$ cat src/sv/ico_pkg.sv
package ico_pkg;

  localparam int CORDIC_STEPS = 24;
  localparam int XW           = 56;   // CORDIC vector width
  localparam int AW           = 36;   // CORDIC angle accumulator, Q2.30 plus headroom
  localparam int GYRO_Q_W     = 45;   // gyro increment magnitude width
  localparam int PROD_W       = 66;   // shared multiplier product width

  localparam logic [4:0]           CORDIC_LAST = 5'(CORDIC_STEPS - 1);
  localparam logic signed [AW-1:0] PI_Q30      = 36'sd3373259426;
  localparam logic signed [31:0]   PI_Q16      = 32'sd205887;
  // ceil(2^72 / 15625): exact floor division by 15625 for any 58-bit dividend
  localparam logic [58:0]          US_RECIP    = 59'd302231454903657294;
  localparam logic [63:0]          HALF_US     = 64'd500000;
  localparam logic [15:0]          WEIGHT_RST  = 16'd64225;

  typedef enum logic [14:0] {
    ST_IDLE   = 15'h0001,
    ST_GMUL   = 15'h0002,
    ST_GDIV   = 15'h0004,
    ST_GACC   = 15'h0008,
    ST_AM1    = 15'h0010,
    ST_AM2    = 15'h0020,
    ST_AM3    = 15'h0040,
    ST_SQRT   = 15'h0080,
    ST_CROLL  = 15'h0100,
    ST_CPITCH = 15'h0200,
    ST_BM1    = 15'h0400,
    ST_BM2    = 15'h0800,
    ST_BM3    = 15'h1000,
    ST_BFIN   = 15'h2000,
    ST_DONE   = 15'h4000
  } state_t;

  function automatic logic signed [AW-1:0] atan_q30(input logic [4:0] idx);
    logic signed [AW-1:0] v;
    unique case (idx)
      5'd0:    v = 36'sd843314857;
      5'd1:    v = 36'sd497837829;
      5'd2:    v = 36'sd263043837;
      5'd3:    v = 36'sd133525159;
      5'd4:    v = 36'sd67021687;
      5'd5:    v = 36'sd33543516;
      5'd6:    v = 36'sd16775851;
      5'd7:    v = 36'sd8388437;
      5'd8:    v = 36'sd4194283;
      5'd9:    v = 36'sd2097149;
      5'd10:   v = 36'sd1048576;
      5'd11:   v = 36'sd524288;
      5'd12:   v = 36'sd262144;
      5'd13:   v = 36'sd131072;
      5'd14:   v = 36'sd65536;
      5'd15:   v = 36'sd32768;
      5'd16:   v = 36'sd16384;
      5'd17:   v = 36'sd8192;
      5'd18:   v = 36'sd4096;
      5'd19:   v = 36'sd2048;
      5'd20:   v = 36'sd1024;
      5'd21:   v = 36'sd512;
      5'd22:   v = 36'sd256;
      5'd23:   v = 36'sd128;
      default: v = '0;
    endcase
    return v;
  endfunction

  function automatic logic signed [31:0] sat32(input logic signed [PROD_W-1:0] v);
    logic signed [31:0] r;
    if (v > 66'sd2147483647) begin
      r = 32'sh7fffffff;
    end else if (v < -66'sd2147483648) begin
      r = 32'sh80000000;
    end else begin
      r = v[31:0];
    end
    return r;
  endfunction

endpackage

$ cat src/sv/ico_isqrt.sv
module ico_isqrt (
  input  logic        clk,
  input  logic        rst_n,
  input  logic        go,
  input  logic [63:0] n,
  output logic        done,
  output logic [31:0] root
);
  import ico_pkg::*;

  logic        busy_r;
  logic        done_r;
  logic [63:0] n_r;
  logic [63:0] res_r;
  logic [63:0] bit_r;
  logic [63:0] s;

  assign s = res_r + bit_r;

  // one result bit a cycle, digit pairs from the top
  always_ff @(posedge clk) begin
    if (!rst_n) begin
      busy_r <= 1'b0;
      done_r <= 1'b0;
    end else begin
      done_r <= 1'b0;
      if (go) begin
        busy_r <= 1'b1;
        n_r    <= n;
        res_r  <= '0;
        bit_r  <= 64'h4000_0000_0000_0000;
      end else if (busy_r) begin
        if (n_r >= s) begin
          n_r   <= n_r - s;
          res_r <= (res_r >> 1) + bit_r;
        end else begin
          res_r <= res_r >> 1;
        end
        bit_r <= bit_r >> 2;
        if (bit_r[0]) begin
          busy_r <= 1'b0;
          done_r <= 1'b1;
        end
      end
    end
  end

  assign done = done_r;
  assign root = res_r[31:0];

endmodule

$ cat config.mk
export PLATFORM = sky130hd
export DESIGN_NAME = ico_isqrt
export DESIGN_NICKNAME = d
export VERILOG_FILES = /design/src/sv/ico_pkg.sv /design/src/sv/ico_isqrt.sv
export SDC_FILE = /design/constraint.sdc
export NUM_CORES = 1
export LEC_CHECK = 0
export ABC_AREA = 1
export BUFFER_PORTS_ARGS = -buffer_cell sky130_fd_sc_hd__buf_2
export CORE_MARGIN = 1
export CORE_UTILIZATION = 58
export CTS_CLUSTER_DIAMETER = 150
export DETAILED_ROUTE_END_ITERATION = 12
export GPL_TIMING_DRIVEN = 0
export PLACE_DENSITY = 0.9
export RECOVER_POWER = 25
export SYNTH_ARGS = -nofsm -noshare
export SYNTH_HDL_FRONTEND = slang
export SYNTH_SLANG_ARGS = --single-unit
export TNS_END_PERCENT = 100
$ cat constraint.sdc
create_clock -name clk -period 9.28 [get_ports clk]
set_input_delay 2.32 -clock clk [delete_from_list [all_inputs] [get_ports clk]]
set_output_delay 2.32 -clock clk [all_outputs]
set_load 0.005 [all_outputs]
; After elaboration in Yosys (flattened, before gate mapping)
; Index checks and enable logic that the tools add are counted.
[op_classes]
n_bitwise = 2
muxes = 10
n_reduce_logical = 5
add_sub_neg = 3
order_cmp = 1
[op_table]
columns = cell, count
row1 = $mux W64, 5
row2 = $add A63 B63 Y64, 1
row3 = $add A64 B63 Y64, 1
row4 = $ge A64 B64 Y1, 1
row5 = $sub A64 B64 Y64, 1
row6 = $mux W63, 1
row7 = $mux W1, 4
row8 = $reduce_bool A2 Y1, 2
row9 = $reduce_and A3 Y1, 1
row10 = $reduce_or A3 Y1, 1
row11 = $not A1 Y1, 2
row12 = $reduce_and A2 Y1, 1
[word_totals]
out_inout_bits = 33
register_bits = 162
in_bits = 67
wordCells = 26

; Logic depth before layout (Yosys ltp)
[logic_depth]
word_depth = 5
depth_mapped = 29
ltp_nobuf = 28

; Worst setup path before layout
; OpenSTA, ideal clock, no wires.
[synth_timing]
path_type = input to register
start = in go
end = reg n_r[0] (enable)
slack_ns = -0.530
t_required_ns = 8.862
path_buffers = 1
path_stages = 5
setup_ns = 0.418
arrival_ns = 9.392
path_cell_list = clkbuf_1 inv_2 a21oi_1 o21ai_0 inv_1
[synth_between]
elab_chain_len = 2
elab_cells_between_ends = 3
cone_classes = 3 x reduce/logical
[synth_lines]
columns = element, line
row1 = from (decl), ico_isqrt.sv:4  ; input logic go,
row2 = $reduce_bool A2 Y1 (no line), n/a
row3 = $reduce_and A3 Y1 (no line) *, n/a
row4 = to (signal assigned), ico_isqrt.sv:29  ; n_r <= n;
row5 = to (signal assigned), ico_isqrt.sv:34  ; n_r <= n_r - s;
row6 = to (decl), ico_isqrt.sv:13  ; logic [63:0] n_r;
; Mark *: on every way between the ends. The rest lies on a longest branch, timed or not.
; A chain may end at the register's enable or synchronous reset.

; Worst setup path after layout
[layout_timing]
start = in go
end = reg n_r[21] (enable)
; Same word-level chain as after synthesis.

==> results.yml <==
status:
  status: "finished, violations left"
  failed_checks: "max-capacitance violations, max-slew violations"
grt:
  grt_pass1_vias: 21218
  grt_max_degree: 65
  antenna_found_initial: 0
  grt_overflow: 0
  grt_pass1_wl_um: 112000
  grt_util_all_layers_pct: 41.4
sta:
  drv_slew: 21
  max_slew_margin_pct: -60.9
  min_period_ns: 6.91
  timing.hold.ws_ns: 0.460
  rsz0062_at_grt: "no"
  worst_slew_pin_slew_ns: 2.41
  final.period_utilization_pct: 74.5
  fin_worst_skew_ns: 0.0173
  fmax_mhz: 145
  finalSetupViolCount: 0
  fin_ws_ns: 2.37
  hold_viol: 0
synthesis:
  syn-num-nets: 3687
  syn_area_um2: 20400
  synth-seq-area-share_pct: 23.8
  synthDistinctLibCells: 45
  synth_cells: 3489
  synth_warnings: 0
  avgSynthCellArea_um2: 5.83
  ys_ff_latch: 162
routing:
  viasPerCell: 5.52
  drc: 0
  firstDrtPassIters: 5
  vias: 22497
  wl_per_cell_um: 18.0
  drtAntennaViolNets: 0
  drt-total-wl_um: 73500
  drtIter0Drc: 2197
worst_setup_path:
  crit_path_frequent_cell: "clkbuf_1"
  crit_path_end: "n_r[21]"
  crit_chain: "clkbuf_1 > clkbuf_1 > inv_1 > a21oi_1 > buf_12 > o21ai_0 > inv_4"
  worstPathRequired_ns: 9.37
  r2r_end: "n_r[21]"
  arrival_ns: 7.00
  ff2ff_path_depth: 19
  critical_path.max_stage_delay_ns: 1.91
  crit_path_start: "go"
  ff2ff_setup_slack_ns: 3.76
  crit_path_top_delay_cell: "a21oi_1"
  start_kind: "primary input"
  r2r-start: "res_r[10]"
  worstSetupEndpointType: "flip-flop"
  crit_type: "in2reg"
  worstPathMaxFanout: 64
placed_design:
  placed_area_um2: 21500
  place_ws_ns: 3.51
  io_buffer_count: 99
  finalWeightedCongestion: 0.993
  hpwl_um: 60600
floorplan:
  rows: 68
  dieArea_um2: 35900
  start_util_pct: 58.9
  core_area_um2: 34500
  die_y_um: 189
  die_x_um: 189
  io_pins: 100
final_layout:
  design_area_um2: 22100
  diodes: 0
  syn_to_final_growth_pct: 8.40
  nets: 3808
  drive_gt1_share_pct: 6.19
  final_core_util_pct: 63.9
cts:
  cts_buffer_depth: 2
  hold_buffers: 0
  htreeDepth: 4
  worstSkewPairLatency_ns: 0.48
  numCtsBuffers: 17
  post_cts_resized: 0
  cts_tree: "built"
  clock-sinks: 162
  cts-root-buf: "clkbuf_16"
  cts_setup_buffers: 0
  clk_pin_slew_ns: 0.08
power:
  p_leak_nw: 11.7
  power_mw: 3.86
  ir_worst_vdd_mv: 0.145
  power_density_nw_per_um2: 175
min_path:
  holdCritPathClass: "reg2reg"
  holdPathStages: 2
flow_run:
  maxCapViolations: 1
flip-flops by register name, indices dropped and copies added (netlist names):
name    cells
busy_r      1
res_r      64
n_r        64
done        1
bit_r      32
layout by cell type (no fill, tap or decap), drive strengths merged, types with 2 or more instances in the layout:
cell type | netlist | final
nand3 | 222 | 222
xnor2 | 58 | 58
a21oi | 144 | 144
nand2 | 1422 | 1422
o21bai | 17 | 17
nor3b | 2 | 2
nand3b | 23 | 23
o21ai | 140 | 140
nor3 | 36 | 36
nand4 | 24 | 24
dfxtp | 2 | 2
edfxtp | 160 | 160
clkinv | 0 | 3
nor2 | 350 | 350
o21a | 8 | 8
buf | 53 | 117
ha | 130 | 130
or2 | 10 | 10
and2 | 12 | 12
inv | 585 | 592
bufinv | 0 | 2
a21o | 5 | 5
nor4 | 12 | 12
xor2 | 46 | 46
clkbuf | 20 | 75
cell families (layout without fill, tap and decap cells):
logic type      Yosys count  in the layout  share of synthesized area, %
simple gates           2115           2115                          42.3
buf+inv                 658            790                          13.0
compound gates          319            319                          8.33
flops                   162            162                          23.8
fa+ha+maj               131            131                          8.09
xor+xnor                104            104                          4.47
critical path, delay by kind of cell:
kind | cells | cell delay [ns]
AO/OA/AOI/OAI | 2 | 2.10
buffers and inverters | 5 | 2.50
cell usage after synthesis, drive strengths merged:
master	number	area [um2]
o21bai	17	128
inv	585	2200
xnor2	58	508
edfxtp	160	4800
nor4	12	75.1
nand3	222	1120
clkbuf	20	75.1
xor2	46	403
nor3b	2	15.0
and3	1	6.26
dfxtp	2	40.0
and2	12	75.1
a21boi	1	7.51
nor3	36	201
nand3b	23	173
o22ai	1	6.26
nand4	24	150
a211oi	1	7.51
nand2b	1	6.26
o211ai	1	7.51
ha	130	1630
o21ai	140	701
fa	1	20.0
a21o	5	37.5
nand2	1422	5380
o21a	8	60.1
or2	10	62.6
buf	53	375
a21oi	144	736
a31oi	1	6.26
nor2	350	1350
area by class of cell:
type	count	area (um2)
clock inverters	13	151
plain buffers	73	450
inverters	585	2200
clock buffers	17	425
multi-input cells	2669	12900
repair buffers	102	562
fillers	3457	12500
flip-flops and latches	162	4840
well taps	455	569
worst min path at each step:
stage / startpoint / endpoint / slack (ns)
global route: busy_r / done / 0.49
detailed placement: busy_r / done / 0.50
CTS: busy_r / done / 0.51
global placement: busy_r / done / 0.45
floorplan: busy_r / done / 0.44
finish: busy_r / done / 0.46
where the power goes:
group	switching (mW)	leakage (nW)	internal, mW	total (mW)
combinational	1.39	9.82	0.689	2.07
sequential	0.104	1.55	0.938	1.04
clock	0.345	0.282	0.400	0.745
layer usage:
layer	vias to the layer above	GRT usage, %	routed length, um
met3	240	5.43	6010
met2	1032	69.4	33900
met4	0	23.9	4610
li1	11142	-	-
met1	10083	51.0	29000
met5	-	0	0
stage by stage:
stage / setup TNS [ns] / cells
final: 0 / 4076
after global routing: 0 / 4076
after CTS: 0 / 4076
after detailed placement: 0 / 4046
after global placement: -77.11 / 4043
after floorplan: 0 / 3489
Note: power is estimated with default switching activity, not from simulation.
