[src/sv/ico_pkg.sv]
package ico_pkg;

  localparam int CORDIC_STEPS = 24;
  localparam int XW           = 56;   // CORDIC vector width
  localparam int AW           = 36;   // CORDIC angle accumulator, Q2.30 plus headroom
  localparam int GYRO_Q_W     = 45;   // gyro increment magnitude width
  localparam int PROD_W       = 66;   // shared multiplier product width

  localparam logic [4:0]           CORDIC_LAST = 5'(CORDIC_STEPS - 1);
  localparam logic signed [AW-1:0] PI_Q30      = 36'sd3373259426;
  localparam logic signed [31:0]   PI_Q16      = 32'sd205887;
  // ceil(2^72 / 15625): exact floor division by 15625 for any 58-bit dividend
  localparam logic [58:0]          US_RECIP    = 59'd302231454903657294;
  localparam logic [63:0]          HALF_US     = 64'd500000;
  localparam logic [15:0]          WEIGHT_RST  = 16'd64225;

  typedef enum logic [14:0] {
    ST_IDLE   = 15'h0001,
    ST_GMUL   = 15'h0002,
    ST_GDIV   = 15'h0004,
    ST_GACC   = 15'h0008,
    ST_AM1    = 15'h0010,
    ST_AM2    = 15'h0020,
    ST_AM3    = 15'h0040,
    ST_SQRT   = 15'h0080,
    ST_CROLL  = 15'h0100,
    ST_CPITCH = 15'h0200,
    ST_BM1    = 15'h0400,
    ST_BM2    = 15'h0800,
    ST_BM3    = 15'h1000,
    ST_BFIN   = 15'h2000,
    ST_DONE   = 15'h4000
  } state_t;

  function automatic logic signed [AW-1:0] atan_q30(input logic [4:0] idx);
    logic signed [AW-1:0] v;
    unique case (idx)
      5'd0:    v = 36'sd843314857;
      5'd1:    v = 36'sd497837829;
      5'd2:    v = 36'sd263043837;
      5'd3:    v = 36'sd133525159;
      5'd4:    v = 36'sd67021687;
      5'd5:    v = 36'sd33543516;
      5'd6:    v = 36'sd16775851;
      5'd7:    v = 36'sd8388437;
      5'd8:    v = 36'sd4194283;
      5'd9:    v = 36'sd2097149;
      5'd10:   v = 36'sd1048576;
      5'd11:   v = 36'sd524288;
      5'd12:   v = 36'sd262144;
      5'd13:   v = 36'sd131072;
      5'd14:   v = 36'sd65536;
      5'd15:   v = 36'sd32768;
      5'd16:   v = 36'sd16384;
      5'd17:   v = 36'sd8192;
      5'd18:   v = 36'sd4096;
      5'd19:   v = 36'sd2048;
      5'd20:   v = 36'sd1024;
      5'd21:   v = 36'sd512;
      5'd22:   v = 36'sd256;
      5'd23:   v = 36'sd128;
      default: v = '0;
    endcase
    return v;
  endfunction

  function automatic logic signed [31:0] sat32(input logic signed [PROD_W-1:0] v);
    logic signed [31:0] r;
    if (v > 66'sd2147483647) begin
      r = 32'sh7fffffff;
    end else if (v < -66'sd2147483648) begin
      r = 32'sh80000000;
    end else begin
      r = v[31:0];
    end
    return r;
  endfunction

endpackage

[src/sv/ico_cdiv.sv]
module ico_cdiv (
  input  logic                          clk,
  input  logic                          rst_n,
  input  logic                          go,
  input  logic [63:0]                   num,
  output logic                          done,
  output logic [ico_pkg::GYRO_Q_W-1:0]  quo
);
  import ico_pkg::*;

  logic         busy_r;
  logic         done_r;
  logic [1:0]   cnt_r;
  logic [57:0]  x_r;
  logic [116:0] acc_r;
  logic [31:0]  op_a;
  logic [31:0]  op_b;
  logic [63:0]  part_p;
  logic [116:0] part_s;

  // num / 10^6 = (num / 64) / 15625; multiply by the reciprocal in four
  // 32x32 partial products and keep the bits above 2^72
  assign op_a   = cnt_r[1] ? {6'd0, x_r[57:32]} : x_r[31:0];
  assign op_b   = cnt_r[0] ? {5'd0, US_RECIP[58:32]} : US_RECIP[31:0];
  assign part_p = op_a * op_b;

  always_comb begin
    if (cnt_r == 2'd0) begin
      part_s = {53'd0, part_p};
    end else if (cnt_r == 2'd3) begin
      part_s = {part_p[52:0], 64'd0};
    end else begin
      part_s = {21'd0, part_p, 32'd0};
    end
  end

  always_ff @(posedge clk) begin
    if (!rst_n) begin
      busy_r <= 1'b0;
      done_r <= 1'b0;
      cnt_r  <= '0;
    end else begin
      done_r <= 1'b0;
      if (go) begin
        busy_r <= 1'b1;
        cnt_r  <= '0;
        x_r    <= num[63:6];
        acc_r  <= '0;
      end else if (busy_r) begin
        acc_r <= acc_r + part_s;
        cnt_r <= cnt_r + 2'd1;
        if (cnt_r == 2'd3) begin
          busy_r <= 1'b0;
          done_r <= 1'b1;
        end
      end
    end
  end

  assign done = done_r;
  assign quo  = acc_r[72 +: GYRO_Q_W];

endmodule

[config.mk]
export PLATFORM = sky130hd
export DESIGN_NAME = ico_cdiv
export DESIGN_NICKNAME = d
export VERILOG_FILES = /design/src/sv/ico_pkg.sv /design/src/sv/ico_cdiv.sv
export SDC_FILE = /design/constraint.sdc
export NUM_CORES = 2
export LEC_CHECK = 0
export ABC_AREA = 1
export BUFFER_PORTS_ARGS = -buffer_cell sky130_fd_sc_hd__buf_2
export CAP_MARGIN = 20
export CORE_MARGIN = 2
export CORE_UTILIZATION = 50
export DETAILED_ROUTE_END_ITERATION = 16
export PLACE_DENSITY = 0.69
export SYNTH_ARGS = -nofsm -noshare
export SYNTH_HDL_FRONTEND = slang
export SYNTH_SLANG_ARGS = --single-unit
[constraint.sdc]
create_clock -name clk -period 11.9 [get_ports clk]
set_input_delay 1.785 -clock clk [delete_from_list [all_inputs] [get_ports clk]]
set_output_delay 1.785 -clock clk [all_outputs]
set_load 0.01 [all_outputs]
# Word level (Yosys, flattened, before mapping)
# Cells that the tools add are included.
dict set report totals {
  inputBits 67
  regBits 179
  output_inout_bits 46
  wordCells 26
}
dict set report op_classes {
  mux 9
  n_bitwise 2
  addsub 2
  eq_ne 1
  n_reduce_logical 6
  multipliers 1
}
# op n
set op_table {}
lappend op_table {{$mux W117} 3}
lappend op_table {{$add A117 B117 Y117} 1}
lappend op_table {{$mul A32 B30 Y62} 1}
lappend op_table {{$mux W32} 1}
lappend op_table {{$mux W30} 1}
lappend op_table {{$mux W1} 4}
lappend op_table {{$reduce_and A2 Y1} 2}
lappend op_table {{$reduce_or A3 Y1} 1}
lappend op_table {{$add A2 B1 Y2 const B} 1}
lappend op_table {{$eq A2 B2 Y1 const B} 1}
lappend op_table {{$logic_not A2 Y1} 1}
lappend op_table {{$not A1 Y1} 2}
lappend op_table {{$reduce_bool A2 Y1} 1}
lappend op_table {{$reduce_or A2 Y1} 1}

# Longest topological paths before layout
dict set report depth {
  word_depth 6
  mapped_depth 58
  depth_no_buf 57
}

# Worst setup path after synthesis
# No wires, ideal clock.
dict set report synth_timing {
  path_kind {reg-to-reg}
  startpoint {register cnt_r[0]}
  endpoint {register acc_r[98] (data pin)}
  setup_time_ns 0.255
  synth_period_minus_slack_ns 9.034
  n_path_buf 3
  t_required_ns 11.645
  arrival_time_ns 8.780
  path_stages_with_launch 42
  path_slack_ns 2.866
  cell_sequence {dfxtp_1 -> clkinv_1 -> clkbuf_1 -> buf_2 -> buf_1 -> nor3_1 -> fa_1 -> inv_1 -> fa_1 -> fa_1 -> fa_1 -> inv_1 -> fa_1 -> fa_1 -> fa_1 -> inv_1 -> fa_1 -> inv_1 -> [... 6 more ...] -> nand2_1 -> nand2_1 -> nand3_2 -> a21o_1 -> or2_1 -> nand3_1 -> nand2_1 -> ha_1 -> nand2_1 -> nor2_1 -> inv_1 -> nor2_1 -> inv_1 -> nor3_4 -> nand3_1 -> or2_1 -> a21oi_1 -> nor2_1}
}
dict set report synth_via {
  elab_chain_len 6
  word_cells_on_any_way 8
  classes_between {1 x add/sub; 1 x mul; 1 x eq/ne; 4 x mux; 1 x reduce/logical}
}
# item line
set synth_rtl {}
lappend synth_rtl {{from (decl)} ico_cdiv.sv:13} ;# logic [1:0] cnt_r;
lappend synth_rtl {{from (signal assigned)} ico_cdiv.sv:51} ;# cnt_r <= cnt_r + 2'd1;
lappend synth_rtl {{$mux W30 *} ico_cdiv.sv:24} ;# assign op_b = cnt_r[0] ? {5'd0, US_RECIP[58:32]} : US_RECIP[31:0];
lappend synth_rtl {{named net op_b[14]} ico_cdiv.sv:17} ;# logic [31:0] op_b;
lappend synth_rtl {{$mul A32 B30 Y62 *} ico_cdiv.sv:25} ;# assign part_p = op_a * op_b;
lappend synth_rtl {{$mux W117} ico_cdiv.sv:30} ;# end else if (cnt_r == 2'd3) begin
lappend synth_rtl {{$mux W117 *} ico_cdiv.sv:28} ;# if (cnt_r == 2'd0) begin
lappend synth_rtl {{$add A117 B117 Y117 *} ico_cdiv.sv:50} ;# acc_r <= acc_r + part_s;
lappend synth_rtl {{$mux W117 *} ico_cdiv.sv:49} ;# end else if (busy_r) begin
lappend synth_rtl {{to (signal assigned)} ico_cdiv.sv:50}
lappend synth_rtl {{to (decl)} ico_cdiv.sv:15} ;# logic [116:0] acc_r;
# Mark *: on every way through the listed nets, which the timed path passes. The rest lies on a longest branch. The select of a mux whose other input is x is not followed.
# A chain may end at the register's enable or synchronous reset.

# Worst setup path in the final report
dict set report layout_timing {
  startpoint {register cnt_r[1]}
  endpoint {register acc_r[72] (data pin)}
}
dict set report layout_via {
  elab_chain_len 6
  word_cells_on_any_way 8
  classes_between {1 x add/sub; 1 x mul; 1 x eq/ne; 4 x mux; 1 x reduce/logical}
}
# item line
set layout_rtl {}
lappend layout_rtl {{$mux W32} ico_cdiv.sv:23} ;# assign op_a = cnt_r[1] ? {6'd0, x_r[57:32]} : x_r[31:0];
lappend layout_rtl {{$mul A32 B30 Y62} ico_cdiv.sv:25}
lappend layout_rtl {{$mux W117} ico_cdiv.sv:30}
lappend layout_rtl {{$mux W117 *} ico_cdiv.sv:28}
lappend layout_rtl {{$add A117 B117 Y117 *} ico_cdiv.sv:50}
lappend layout_rtl {{$mux W117 *} ico_cdiv.sv:49}
# Every way passes the cells marked *; elsewhere a longest branch is shown, timed or not. The select of a mux whose other input is x is not followed.

==> flow_metrics.env <==
export IMPL_h_tree_depth=4
export IMPL_grtUsageTotal_pct=38.6
export IMPL_whs_ns=0.539
export IMPL_wl_per_cell_um=22.4
export IMPL_avgSynthCellArea_um2=7.54
export IMPL_fp_dieH_um=296
export IMPL_coreArea_um2=84000
export IMPL_syn_area_um2=42500
export IMPL_synthArstFlopShare_pct=0
export IMPL_clock_path_buffers=2
export IMPL_syn_to_final_growth_pct=12.9
export IMPL_port_buffers=106
export IMPL_worst_ep_required_time_ns=12.21
export IMPL_worst_setup_path_type="reg2reg"
export IMPL_max_freq_ghz=0.0886
export IMPL_crit_fanout=27
export IMPL_ctsResizeCount=0
export IMPL_synth_area_leaders="fa_1 27%, ha_1 16%, inv_1 13%"
export IMPL_synth_most_common_cell="inv_1"
export IMPL_arrival_ns=11.61
export IMPL_maxSlewViolCount=0
export IMPL_synthDominantCellAreaShare_pct=26.9
export IMPL_place_congestion=1.04
export IMPL_die_area_um2=87300
export IMPL_synth_cell_types=51
export IMPL_grt_overflow=0
export IMPL_synth_edff_count=174
export IMPL_drc_errors=0
export IMPL_rsz0062_at_grt="false"
export IMPL_grt_antenna_before_repair=2
export IMPL_cts_setup_buffers=0
export IMPL_multiInputGateArea_um2=31200
export IMPL_clk_latency_ns=0.56
export IMPL_hp_class="reg2reg"
export IMPL_setup_tns_ns=0
export IMPL_clk_pin_slew_ns=0.09
export IMPL_fillerInstances=8081
export IMPL_root_buffer="clkbuf_16"
export IMPL_worst_pin_slew_ns=1.16
export IMPL_synthTopCellsByCount="1427 x inv_1, 862 x nand2_1, 678 x nor2_1, 570 x fa_1, 552 x ha_1"
export IMPL_finalSetupViolations=0
export IMPL_viasPerCell=5.36
export IMPL_cp_slowest_cell="nor2_1"
export IMPL_grt_pass1_vias=40291
export IMPL_worst_setup_path_start_kind="register"
export IMPL_cap_violations=0
export IMPL_drtIter0Drc=3114
export IMPL_initial_core_util_pct=50.6
export IMPL_status="complete, no violations"
export IMPL_io_pins=113
export IMPL_dr_pass1_iters=9
export IMPL_ys_ff_latch=178
export IMPL_post_route_min_period_ns=11.29
export IMPL_fin_nets=7322
export IMPL_path_common_cell="fa_1"
export IMPL_drt_total_wl_um=163000
export IMPL_final_seq_area_um2=5310
export IMPL_synthCells=5637
export IMPL_die_w_um=296
export IMPL_vias=39064
export IMPL_grt_pass1_wl_um=244000
export IMPL_num_rows=106
export IMPL_cts_tree="done"
export IMPL_cts_buffers=17
export IMPL_synth_flop_cell="edfxtp_1"
export IMPL_critPathCaptureType="register"
export IMPL_layout_drive_gt1_share_pct=12.1
export IMPL_holdBufCountCts=0
export IMPL_period_share_pct=94.9
export IMPL_hpwlAfterDp_um=141000
export IMPL_synth_warnings=0
export IMPL_cts_sinks=178
export IMPL_hold_viol=0
export IMPL_max_stage_delay_ns=0.93
export IMPL_grt_max_degree=65
export IMPL_syn_num_nets=6826
export IMPL_max_slew_margin_rel_pct=22.3
export IMPL_ant_nets=0
export IMPL_finClkSkew_ns=0.0267
export IMPL_yosysSeqAreaShare_pct=12.5
export IMPL_yosysTopAreaCell="fa_1"
-- area by class of cell --
class / instances / share of cell area (%)
Multi-Input combinational cell: 3923 / 65.1
Clock inverter: 14 / 0.219
Inverter: 1447 / 11.3
Antenna cell: 3 / 0.0157
Tap cell: 1134 / 2.96
Clock buffer: 17 / 0.887
Sequential cell: 178 / 11.1
Timing Repair Buffer: 566 / 8.41
-- kinds of logic after synthesis --
kind of cell | Yosys count | synth area share, %
AND/OR/NAND/NOR | 1903 | 18.6
buffers and inverters | 1536 | 14.0
adder cells (fa/ha/maj) | 1122 | 43.1
AO/OA/AOI/OAI | 842 | 10.6
flip-flops | 178 | 12.5
XOR/XNOR | 55 | 1.13
other | 1 | 0.00883
-- final timing paths --
| path | slack [ns] | from | depth (start not counted) | to |
|---|---|---|---|---|
| setup / recovery | 0.61 | cnt_r[1] | 40 | acc_r[72] |
| hold / removal | 0.54 | busy_r | 2 | cnt_r[0] |
| setup reg to reg | 0.61 | cnt_r[1] | 40 | acc_r[72] |
| hold reg to reg | 0.54 | busy_r | 2 | cnt_r[0] |
-- registers in the layout (all words and copies together), names as in the netlist --
| name | count |
|---|---|
| acc_r | 116 |
| busy_r | 1 |
| cnt_r | 2 |
| done | 1 |
| x_r | 58 |
-- cells in the final DEF (no fill, tap or decap), types with 6 or more instances in the layout --
master     synthesis  routed
clkbuf_16          0      17
clkinv_1           3       7
inv_1           1427    1425
inv_2             17      17
o21ai_2           18      18
nor2_2            18      21
or2_2             42      42
a31oi_1           10      10
nand4_1           18      18
nor3_1            46      46
a21o_1            14      14
edfxtp_1         174     174
nand2_2           26      26
nand3_2           10      10
xnor2_1           20      20
nor4_1             6       6
o21bai_1          33      33
o21ai_1           12      12
a21oi_1          386     386
nand3b_1          12      12
nand2_1          862     861
buf_2              6     106
o22ai_1           22      22
nor2_1           678     675
fa_1             570     570
buf_4             48     455
xor2_1            35      35
o21a_1            17      17
ha_1             552     552
o21ai_0          319     319
nand3_1          158     158
or2_1              8       8
-- worst max-delay path, delay by kind of cell (launching register included) --
| family | cells | cell delay [ns] |
|---|---|---|
| AOI/OAI and AO/OA | 10 | 1.83 |
| DFF | 1 | 0.41 |
| and+or+nand+nor | 11 | 2.67 |
| buffers and inverters | 8 | 1.35 |
| xor gates and xnor gates | 1 | 0.23 |
| adders and majority gates | 10 | 4.51 |
-- metal layers --
layer | vias up | track usage (%) | routed length, um
li1 | 18422 | - | -
met1 | 18487 | 44.9 | 60600
met2 | 1659 | 63.9 | 75700
met3 | 496 | 7.08 | 12100
met4 | 0 | 28.3 | 14500
met5 | - | 0 | 0
-- per-stage QoR --
stage	setup WS (ns)	area, um2	instances	util (%)
after CTS	1.01	47900	7278	57.1
after global routing	0.0322	48000	7279	57.1
after detailed placement	1.09	47400	7247	56.5
final	0.608	48000	7282	57.1
after global placement	1.08	47400	7246	56.5
after floorplan	2.87	42500	5637	-
Power is left out: the tool's default activity adds up to more than one toggle a clock period on the data nets, which glitch-free logic cannot reach.
